File: config.mk
export PLATFORM = sky130hd
export DESIGN_NAME = hsv_to_rgb_converter
export DESIGN_NICKNAME = d
export VERILOG_FILES = /design/src/rtl/hsv2rgb_pkg.sv /design/src/rtl/hsv_to_rgb_converter.sv
export SDC_FILE = /design/constraint.sdc
export NUM_CORES = 1
export LEC_CHECK = 0
export BUFFER_PORTS_ARGS = -buffer_cell sky130_fd_sc_hd__buf_4
export CAP_MARGIN = 15
export CORE_MARGIN = 2
export CORE_UTILIZATION = 50
export CTS_CLUSTER_SIZE = 25
export DETAILED_ROUTE_END_ITERATION = 10
export MAX_ROUTING_LAYER = met4
export PLACE_DENSITY = 0.74
export SETUP_SLACK_MARGIN = 0.2
export SYNTH_ARGS = -nofsm -noshare
export SYNTH_HDL_FRONTEND = slang
export SYNTH_SLANG_ARGS = --single-unit
File: constraint.sdc
create_clock -name clk -period 13.44 [get_ports clk]
set_input_delay 1.344 -clock clk [delete_from_list [all_inputs] [get_ports clk]]
set_output_delay 1.344 -clock clk [all_outputs]
set_load 0.02 [all_outputs]
File: src/rtl/hsv2rgb_pkg.sv
// ----------------------------------------------------------------------------
// HSV to RGB converter package
// Shared fixed-point constants, register indexes and sector codes.
// ----------------------------------------------------------------------------
`default_nettype none

package hsv2rgb_pkg;

    localparam int FRAC_BITS = 8;
    localparam int ONE       = 1 << FRAC_BITS;

    localparam int HUE_W   = 9;
    localparam int CFG_W   = 9;
    localparam int CH_W    = 8;
    localparam int IDX_W   = 2;
    localparam int REM_W   = 6;
    localparam int SECT_W  = 3;

    localparam int HUE_MAX        = 360;
    localparam int DEG_PER_SECTOR = 60;

    localparam int ONE_W = FRAC_BITS + 1;
    localparam int M_W   = FRAC_BITS + 6;
    localparam int N_W   = 2 * FRAC_BITS + 6;
    localparam int P_W   = N_W + 5;

    localparam int M_MAX = DEG_PER_SECTOR * ONE;
    localparam int N_MAX = DEG_PER_SECTOR * ONE * ONE;

    // 255 / 60 reduces to 17 / 4.
    localparam int CH_MUL   = 17;
    localparam int CH_SHIFT = 2 + 2 * FRAC_BITS;

    localparam int NUM_CH = 3;
    localparam int CH_RED   = 0;
    localparam int CH_GREEN = 1;
    localparam int CH_BLUE  = 2;

    localparam logic [IDX_W-1:0] REG_SATURATION  = 2'd0;
    localparam logic [IDX_W-1:0] REG_VALUE_LEVEL = 2'd1;

    localparam logic [CFG_W-1:0] CFG_RESET = CFG_W'(ONE);

    typedef enum logic [SECT_W-1:0] {
        SECT_RED_YELLOW,
        SECT_YELLOW_GREEN,
        SECT_GREEN_CYAN,
        SECT_CYAN_BLUE,
        SECT_BLUE_MAGENTA,
        SECT_MAGENTA_RED
    } sector_t;

endpackage

`default_nettype wire

File: src/rtl/hsv_to_rgb_converter.sv
// ----------------------------------------------------------------------------
// HSV to RGB converter
// Converts a hue in degrees to 8-bit red, green and blue using the
// configured saturation and value.
// ----------------------------------------------------------------------------
// The block accepts one hue every clock cycle and busy is always low. Each
// result appears with done after the register stages, in order, sector split,
// saturation multiply, value multiply and channel scaling. The receiver
// cannot stall, so results must be captured in the cycle that done is high.
// The user must write saturation and value through the configuration channel
// only while no transaction is in flight; the block does not enforce this.
`default_nettype none

module hsv_to_rgb_converter
    import hsv2rgb_pkg::*;
(
    input  wire logic              clk,
    input  wire logic              rst_n,
    input  wire logic              start,
    output logic                   busy,
    input  wire logic [HUE_W-1:0]  hue_deg,
    output logic                   done,
    output logic [CH_W-1:0]        red,
    output logic [CH_W-1:0]        green,
    output logic [CH_W-1:0]        blue,
    input  wire logic              cfg_valid,
    output logic                   cfg_ready,
    input  wire logic [IDX_W-1:0]  cfg_index,
    input  wire logic [CFG_W-1:0]  cfg_data
);

    logic [CFG_W-1:0] sat_reg;
    logic [CFG_W-1:0] val_reg;
    logic [ONE_W-1:0] sat_c;
    logic [ONE_W-1:0] val_c;

    logic s1_vld_reg, s2_vld_reg, s3_vld_reg, s4_vld_reg;
    logic accept;

    sector_t          sect_next, sect_reg;
    logic [REM_W-1:0] rem_next, rem_reg;

    logic [REM_W-1:0] x_sel [NUM_CH];
    logic [M_W-1:0]   m_next [NUM_CH];
    logic [M_W-1:0]   m_reg  [NUM_CH];
    logic [N_W-1:0]   n_next [NUM_CH];
    logic [N_W-1:0]   n_reg  [NUM_CH];
    logic [CH_W-1:0]  ch_next [NUM_CH];
    logic [CH_W-1:0]  ch_reg  [NUM_CH];

    assign busy      = 1'b0;
    assign cfg_ready = 1'b1;
    assign accept    = start && !busy;

    always_ff @(posedge clk or negedge rst_n)
    begin
        if (!rst_n)
        begin
            sat_reg <= CFG_RESET;
            val_reg <= CFG_RESET;
        end
        else if (cfg_valid && cfg_ready)
        begin
            unique case (cfg_index)
                REG_SATURATION:  sat_reg <= cfg_data;
                REG_VALUE_LEVEL: val_reg <= cfg_data;
                default:         ;
            endcase
        end
    end

    assign sat_c = (32'(sat_reg) > ONE) ? ONE_W'(ONE) : ONE_W'(sat_reg);
    assign val_c = (32'(val_reg) > ONE) ? ONE_W'(ONE) : ONE_W'(val_reg);

    always_ff @(posedge clk or negedge rst_n)
    begin
        if (!rst_n)
        begin
            s1_vld_reg <= 1'b0;
            s2_vld_reg <= 1'b0;
            s3_vld_reg <= 1'b0;
            s4_vld_reg <= 1'b0;
        end
        else
        begin
            s1_vld_reg <= accept;
            s2_vld_reg <= s1_vld_reg;
            s3_vld_reg <= s2_vld_reg;
            s4_vld_reg <= s3_vld_reg;
        end
    end

    // Stage 1: split the hue into sector and remainder. A hue of 360 or
    // more wraps to the start of the first sector.
    always_comb
    begin
        sect_next = SECT_RED_YELLOW;
        rem_next  = '0;
        if (32'(hue_deg) >= HUE_MAX)
        begin
            sect_next = SECT_RED_YELLOW;
            rem_next  = '0;
        end
        else if (32'(hue_deg) >= 5 * DEG_PER_SECTOR)
        begin
            sect_next = SECT_MAGENTA_RED;
            rem_next  = REM_W'(hue_deg - HUE_W'(5 * DEG_PER_SECTOR));
        end
        else if (32'(hue_deg) >= 4 * DEG_PER_SECTOR)
        begin
            sect_next = SECT_BLUE_MAGENTA;
            rem_next  = REM_W'(hue_deg - HUE_W'(4 * DEG_PER_SECTOR));
        end
        else if (32'(hue_deg) >= 3 * DEG_PER_SECTOR)
        begin
            sect_next = SECT_CYAN_BLUE;
            rem_next  = REM_W'(hue_deg - HUE_W'(3 * DEG_PER_SECTOR));
        end
        else if (32'(hue_deg) >= 2 * DEG_PER_SECTOR)
        begin
            sect_next = SECT_GREEN_CYAN;
            rem_next  = REM_W'(hue_deg - HUE_W'(2 * DEG_PER_SECTOR));
        end
        else if (32'(hue_deg) >= DEG_PER_SECTOR)
        begin
            sect_next = SECT_YELLOW_GREEN;
            rem_next  = REM_W'(hue_deg - HUE_W'(DEG_PER_SECTOR));
        end
        else
        begin
            sect_next = SECT_RED_YELLOW;
            rem_next  = REM_W'(hue_deg);
        end
    end

    // Stage 2: every channel is v * (60 * ONE - s * x), where x is zero for
    // the value, the remainder for q, its complement for t and 60 for p.
    always_comb
    begin
        logic [REM_W-1:0]   full_x;
        logic [REM_W-1:0]   fall_x;
        logic [REM_W-1:0]   rise_x;
        logic [REM_W-1:0]   low_x;
        logic [ONE_W+REM_W-1:0] prod;
        full_x = '0;
        fall_x = rem_reg;
        rise_x = REM_W'(DEG_PER_SECTOR) - rem_reg;
        low_x  = REM_W'(DEG_PER_SECTOR);
        case (sect_reg)
            SECT_YELLOW_GREEN:
            begin
                x_sel[CH_RED] = fall_x; x_sel[CH_GREEN] = full_x; x_sel[CH_BLUE] = low_x;
            end
            SECT_GREEN_CYAN:
            begin
                x_sel[CH_RED] = low_x; x_sel[CH_GREEN] = full_x; x_sel[CH_BLUE] = rise_x;
            end
            SECT_CYAN_BLUE:
            begin
                x_sel[CH_RED] = low_x; x_sel[CH_GREEN] = fall_x; x_sel[CH_BLUE] = full_x;
            end
            SECT_BLUE_MAGENTA:
            begin
                x_sel[CH_RED] = rise_x; x_sel[CH_GREEN] = low_x; x_sel[CH_BLUE] = full_x;
            end
            SECT_MAGENTA_RED:
            begin
                x_sel[CH_RED] = full_x; x_sel[CH_GREEN] = low_x; x_sel[CH_BLUE] = fall_x;
            end
            default:
            begin
                x_sel[CH_RED] = full_x; x_sel[CH_GREEN] = rise_x; x_sel[CH_BLUE] = low_x;
            end
        endcase
        for (int ch = 0; ch < NUM_CH; ch++)
        begin
            prod       = (ONE_W+REM_W)'(sat_c) * (ONE_W+REM_W)'(x_sel[ch]);
            m_next[ch] = M_W'(M_MAX) - M_W'(prod);
        end
    end

    // Stage 3 multiplies by the value and stage 4 scales by 255 / (60 * ONE^2).
    always_comb
    begin
        logic [P_W-1:0] scaled;
        for (int ch = 0; ch < NUM_CH; ch++)
        begin
            n_next[ch]  = N_W'(val_c) * N_W'(m_reg[ch]);
            scaled      = P_W'(n_reg[ch]) * P_W'(CH_MUL);
            ch_next[ch] = scaled[CH_SHIFT+CH_W-1:CH_SHIFT];
        end
    end

    always_ff @(posedge clk)
    begin
        sect_reg <= sect_next;
        rem_reg  <= rem_next;
        for (int ch = 0; ch < NUM_CH; ch++)
        begin
            m_reg[ch]  <= m_next[ch];
            n_reg[ch]  <= n_next[ch];
            ch_reg[ch] <= ch_next[ch];
        end
    end

    assign done  = s4_vld_reg;
    assign red   = ch_reg[CH_RED];
    assign green = ch_reg[CH_GREEN];
    assign blue  = ch_reg[CH_BLUE];

    a_done_follows: assert property (@(posedge clk) disable iff (!rst_n)
        s3_vld_reg |=> done)
        else $error("Result strobe missing after last stage.");

    a_no_spurious_done: assert property (@(posedge clk) disable iff (!rst_n)
        !s3_vld_reg |=> !done)
        else $error("Result strobe without a transaction.");

    a_m_range: assert property (@(posedge clk) disable iff (!rst_n)
        s2_vld_reg |-> (32'(m_reg[CH_RED]) <= M_MAX && 32'(m_reg[CH_GREEN]) <= M_MAX
                        && 32'(m_reg[CH_BLUE]) <= M_MAX))
        else $error("Saturation term out of range.");

    a_n_range: assert property (@(posedge clk) disable iff (!rst_n)
        s3_vld_reg |-> (32'(n_reg[CH_RED]) <= N_MAX && 32'(n_reg[CH_GREEN]) <= N_MAX
                        && 32'(n_reg[CH_BLUE]) <= N_MAX))
        else $error("Channel numerator out of range.");

endmodule

`default_nettype wire
==> tab_implementation.tex <==
\begin{tabular}{lr}
\hline
Metric & Value \\
\hline
\multicolumn{2}{l}{\textbf{Routing}} \\
\quad Detailed Route WL & approximately 48 mm \\
\quad Total via count after detailed routing & 17,120 \\
\quad DRC marker count from the first detailed-route iteration & roughly 860 \\
\quad Routed wirelength normalized by instance count & approximately 15 um \\
\quad Vias per inst & about 5.2 \\
\quad Remaining antenna violation count & 0 \\
\quad DRC Markers & 1 \\
\quad Total iterations of the first detailed-routing run & 8 \\
\multicolumn{2}{l}{\textbf{Synthesis}} \\
\quad Predominant post-synthesis flop cell & dfxtp\_1 \\
\quad Share of synthesized flip-flops with an asynchronous set or reset & 0.135 \\
\quad Most instantiated cells after synthesis & 508 x inv\_1, 340 x ha\_1, 337 x nand2\_1 \\
\quad Synth warn & 0 \\
\quad Syn nets & 3,351 \\
\quad Biggest area contributors in the synthesized netlist & fa\_1 28\%, ha\_1 18\%, dfxtp\_1 12\% \\
\quad Cell count after synthesis & 2,651 \\
\quad Unique masters post-synth & 85 \\
\quad Cell taking the most area after synthesis & fa\_1 \\
\quad Number of flip-flops and latches in the synthesized netlist & approximately 160 \\
\quad Post-synthesis sequential area ratio & 0.143 \\
\quad Cell area after technology mapping & about 0.024 mm\^{}2 \\
\quad Top-area cell type share of the netlist area & 0.285 \\
\quad Number of enable flip-flop cells after synthesis & 0 \\
\quad Most common cell in the synthesized netlist & inv\_1 \\
\quad Synth Area per Inst & about 8.9 um\^{}2 \\
\multicolumn{2}{l}{\textbf{Critical path}} \\
\quad Critical path start-end classification & flip-flop to flip-flop \\
\quad FF-to-FF path depth & 18 \\
\quad Launching point of the worst reg2reg path & val\_reg[8] \\
\quad Data required time of the critical path & 13.86 ns \\
\quad Cell repeated most along the worst path & fa\_1 \\
\quad Cells along the critical path & nor2b\_2 > buf\_4 > and2\_1 > fa\_1 > fa\_1 > fa\_1 > inv\_1 > fa\_1 > inv\_1 > ha\_1 > a21o\_1 > a2111o\_1 > a21o\_1 > nand3\_1 > nand4\_1 > a31o\_1 > a21oi\_2 > xnor2\_1 \\
\quad First element of the critical path & val\_reg[8] \\
\quad Endpoint arrival time on the critical path & 6.50 ns \\
\quad Reg2reg setup slack & $\sim$7.4 ns \\
\quad End point of the critical path & n\_reg[0][21] \\
\quad Reg-to-Reg End & n\_reg[0][21] \\
\quad Worst setup SP type & flip-flop \\
\quad Worst-path maximum fanout & a little over 50 \\
\quad Critical Path End Type & flip-flop \\
\quad Highest cell delay on the worst timing path & 1.25 ns \\
\quad Cell with the largest stage delay on the worst path & dfstp\_2 \\
\multicolumn{2}{l}{\textbf{Run status}} \\
\quad Violated checks & DRC \\
\quad Result of the run & finished, violations left \\
\multicolumn{2}{l}{\textbf{Clock tree}} \\
\quad Clock-pin slew on the worst setup and hold paths & around 0.07 ns \\
\quad Number of instances resized during post-cts repair & 0 \\
\quad TritonCTS clock tree & yes \\
\quad Maximum root-to-sink buffer count & 2 \\
\quad Root cell of the clock tree & clkbuf\_16 \\
\quad CTS hold repair buffers & 0 \\
\quad CTS buffer count & 17 \\
\quad H-tree levels & 4 \\
\quad Later-pin clock latency in the skew report & 0.49 ns \\
\quad Buffer count from post-CTS setup fixing & 0 \\
\quad Clock sinks & 163 \\
\multicolumn{2}{l}{\textbf{Hold path}} \\
\quad Type of the tightest min-delay check & flip-flop to flip-flop \\
\multicolumn{2}{l}{\textbf{Die}} \\
\quad Total die area & a little under 0.05 mm\^{}2 \\
\quad Die width & $\sim$220 um \\
\quad Number of placement rows & 79 \\
\quad Boundary pin count & just over 50 \\
\quad Starting density of the core & 0.507 \\
\quad Placeable core area & roughly 0.047 mm\^{}2 \\
\quad Die boundary height & around 220 um \\
\multicolumn{2}{l}{\textbf{Finish}} \\
\quad Layout Cell Area excl Fill & $\sim$0.025 mm\^{}2 \\
\quad Number of diodes & 0 \\
\quad Net count, final & 3,348 \\
\quad Area growth from synthesis to layout & 6.44\% \\
\quad Share of layout cells above drive strength 1 & 0.0564 \\
\quad Flip-flop count of the largest register, all copies and words added & between 60 and 70 \\
\multicolumn{2}{l}{\textbf{GRT}} \\
\quad Via count of the first global-routing pass & about 18,000 \\
\quad Largest net degree at the start of global routing & 52 \\
\quad Number of antenna violations at the first check in global routing & 0 \\
\quad Overall routing resource usage & 0.218 \\
\quad Gr ovfl total & 0 \\
\quad Wire length of the first global-routing pass & 86.0 mm \\
\multicolumn{2}{l}{\textbf{STA}} \\
\quad Max\_slew headroom & 0.282 \\
\quad Minimum clock period after layout & 6.08 ns \\
\quad Maximum clock frequency & 165 MHz \\
\quad Final-report max-slew violation count & 0 \\
\quad Post-route setup TNS & 0 ns \\
\quad Setup violation total in the final timing report & 0 \\
\quad Final hold violation count & 0 \\
\quad Clock skew after layout & between 0.01 and 0.015 ns \\
\quad Post-route fraction of the period consumed by the critical path & 0.452 \\
\quad RSZ-0062 raised after global routing & false \\
\quad Slew at the pin with the worst max-slew slack & around 1.1 ns \\
\multicolumn{2}{l}{\textbf{Placed design}} \\
\quad Post-detail-place hpwl & 38.1 mm \\
\quad Port Buffers & 48 \\
\quad Placed cell area & between 0.02 and 0.025 mm\^{}2 \\
\quad Placer's final routability congestion estimate & between 0.8 and 0.9 \\
\multicolumn{2}{l}{\textbf{Flow run}} \\
\quad Number of max-capacitance violations reported & 0 \\
\hline
\end{tabular}
## through the flow
step	setup slack [ns]	util	instances	hold slack, ns
floorplan	8.32	-	2651	0.331
global placement	7.50	0.526	3234	0.335
detailed placement	7.44	0.526	3234	0.335
CTS	7.42	0.539	3266	0.352
global route	7.05	0.539	3268	0.356
finish	7.36	0.539	3268	0.351
## layer usage
layer  vias up  share of wire  wire (um)  global-route usage
met4         0          0.013        627              0.0619
met2       346           0.49      23700               0.366
met5         -              0          0                   -
met1      8485           0.45      21600               0.276
met3        41          0.045       2150              0.0295
li1       8248              -          -                   -
## cells in the final DEF, fill, tap and decap left out, drive strengths merged, types with 8 or more instances in the layout
cell type  netlist  layout
dfxtp          141     141
and2           225     225
nor2           110     110
fa             336     336
a211oi          12      12
a21oi           87      87
nor3            28      28
inv            508     515
a21o            23      23
xor2            26      26
o211ai          10      10
buf             30      63
nand4            8       8
nand2          337     337
o21a            10      10
nand2b          22      22
and3            12      12
clkbuf          56      20
o21ai           43      43
a31oi            8       8
o21bai          11      11
dfrtp           20      20
nand3           21      21
mux2            18      18
xnor2           93      93
ha             340     340
nor2b           34      34
## logic make-up (layout without fill, tap and decap cells)
kind of cell,Yosys count,in the layout,synth area share
mux,18,18,0.00858
flops,163,163,0.143
compound gates,258,258,0.0741
buf+inv,594,604,0.0959
simple gates,821,821,0.170
fa+ha+maj,676,676,0.465
xor+xnor,119,119,0.0441
other cells,2,2,0.000318
## layout make-up
class | count | area (um^2)
clock buffers | 19 | 464
clock inverters | 13 | 156
fillers | 4224 | 21500
inverters | 508 | 1910
multi-input cells | 1894 | 18000
flip-flops and latches | 163 | 3380
well taps | 607 | 759
repair buffers | 64 | 480
## worst min-delay path by stage
stage          startpoint    endpoint  slack, ns  cells after the start
2_1_floorplan  s3_vld_reg        done       0.33                      0
3_3_place_gp   s3_vld_reg        done       0.34                      0
3_5_place_dp   s2_vld_reg  s3_vld_reg       0.33                      0
4_1_cts        s2_vld_reg  s3_vld_reg       0.35                      0
5_1_grt        s2_vld_reg  s3_vld_reg       0.36                      0
6_report       s2_vld_reg  s3_vld_reg       0.35                      0
## worst max-delay path: cells and delay by family, from the launching register on
kind	cells	cell delay [ns]
flip-flops	1	1.25
AND/OR/NAND/NOR	4	0.68
adder cells (fa/ha/maj)	5	2.28
buffers and inverters	3	0.42
AO/OA/AOI/OAI	5	1.23
XOR/XNOR	1	0.12
Power is left out: the tool's default activity adds up to more than one toggle a clock period on the data nets, which glitch-free logic cannot reach.
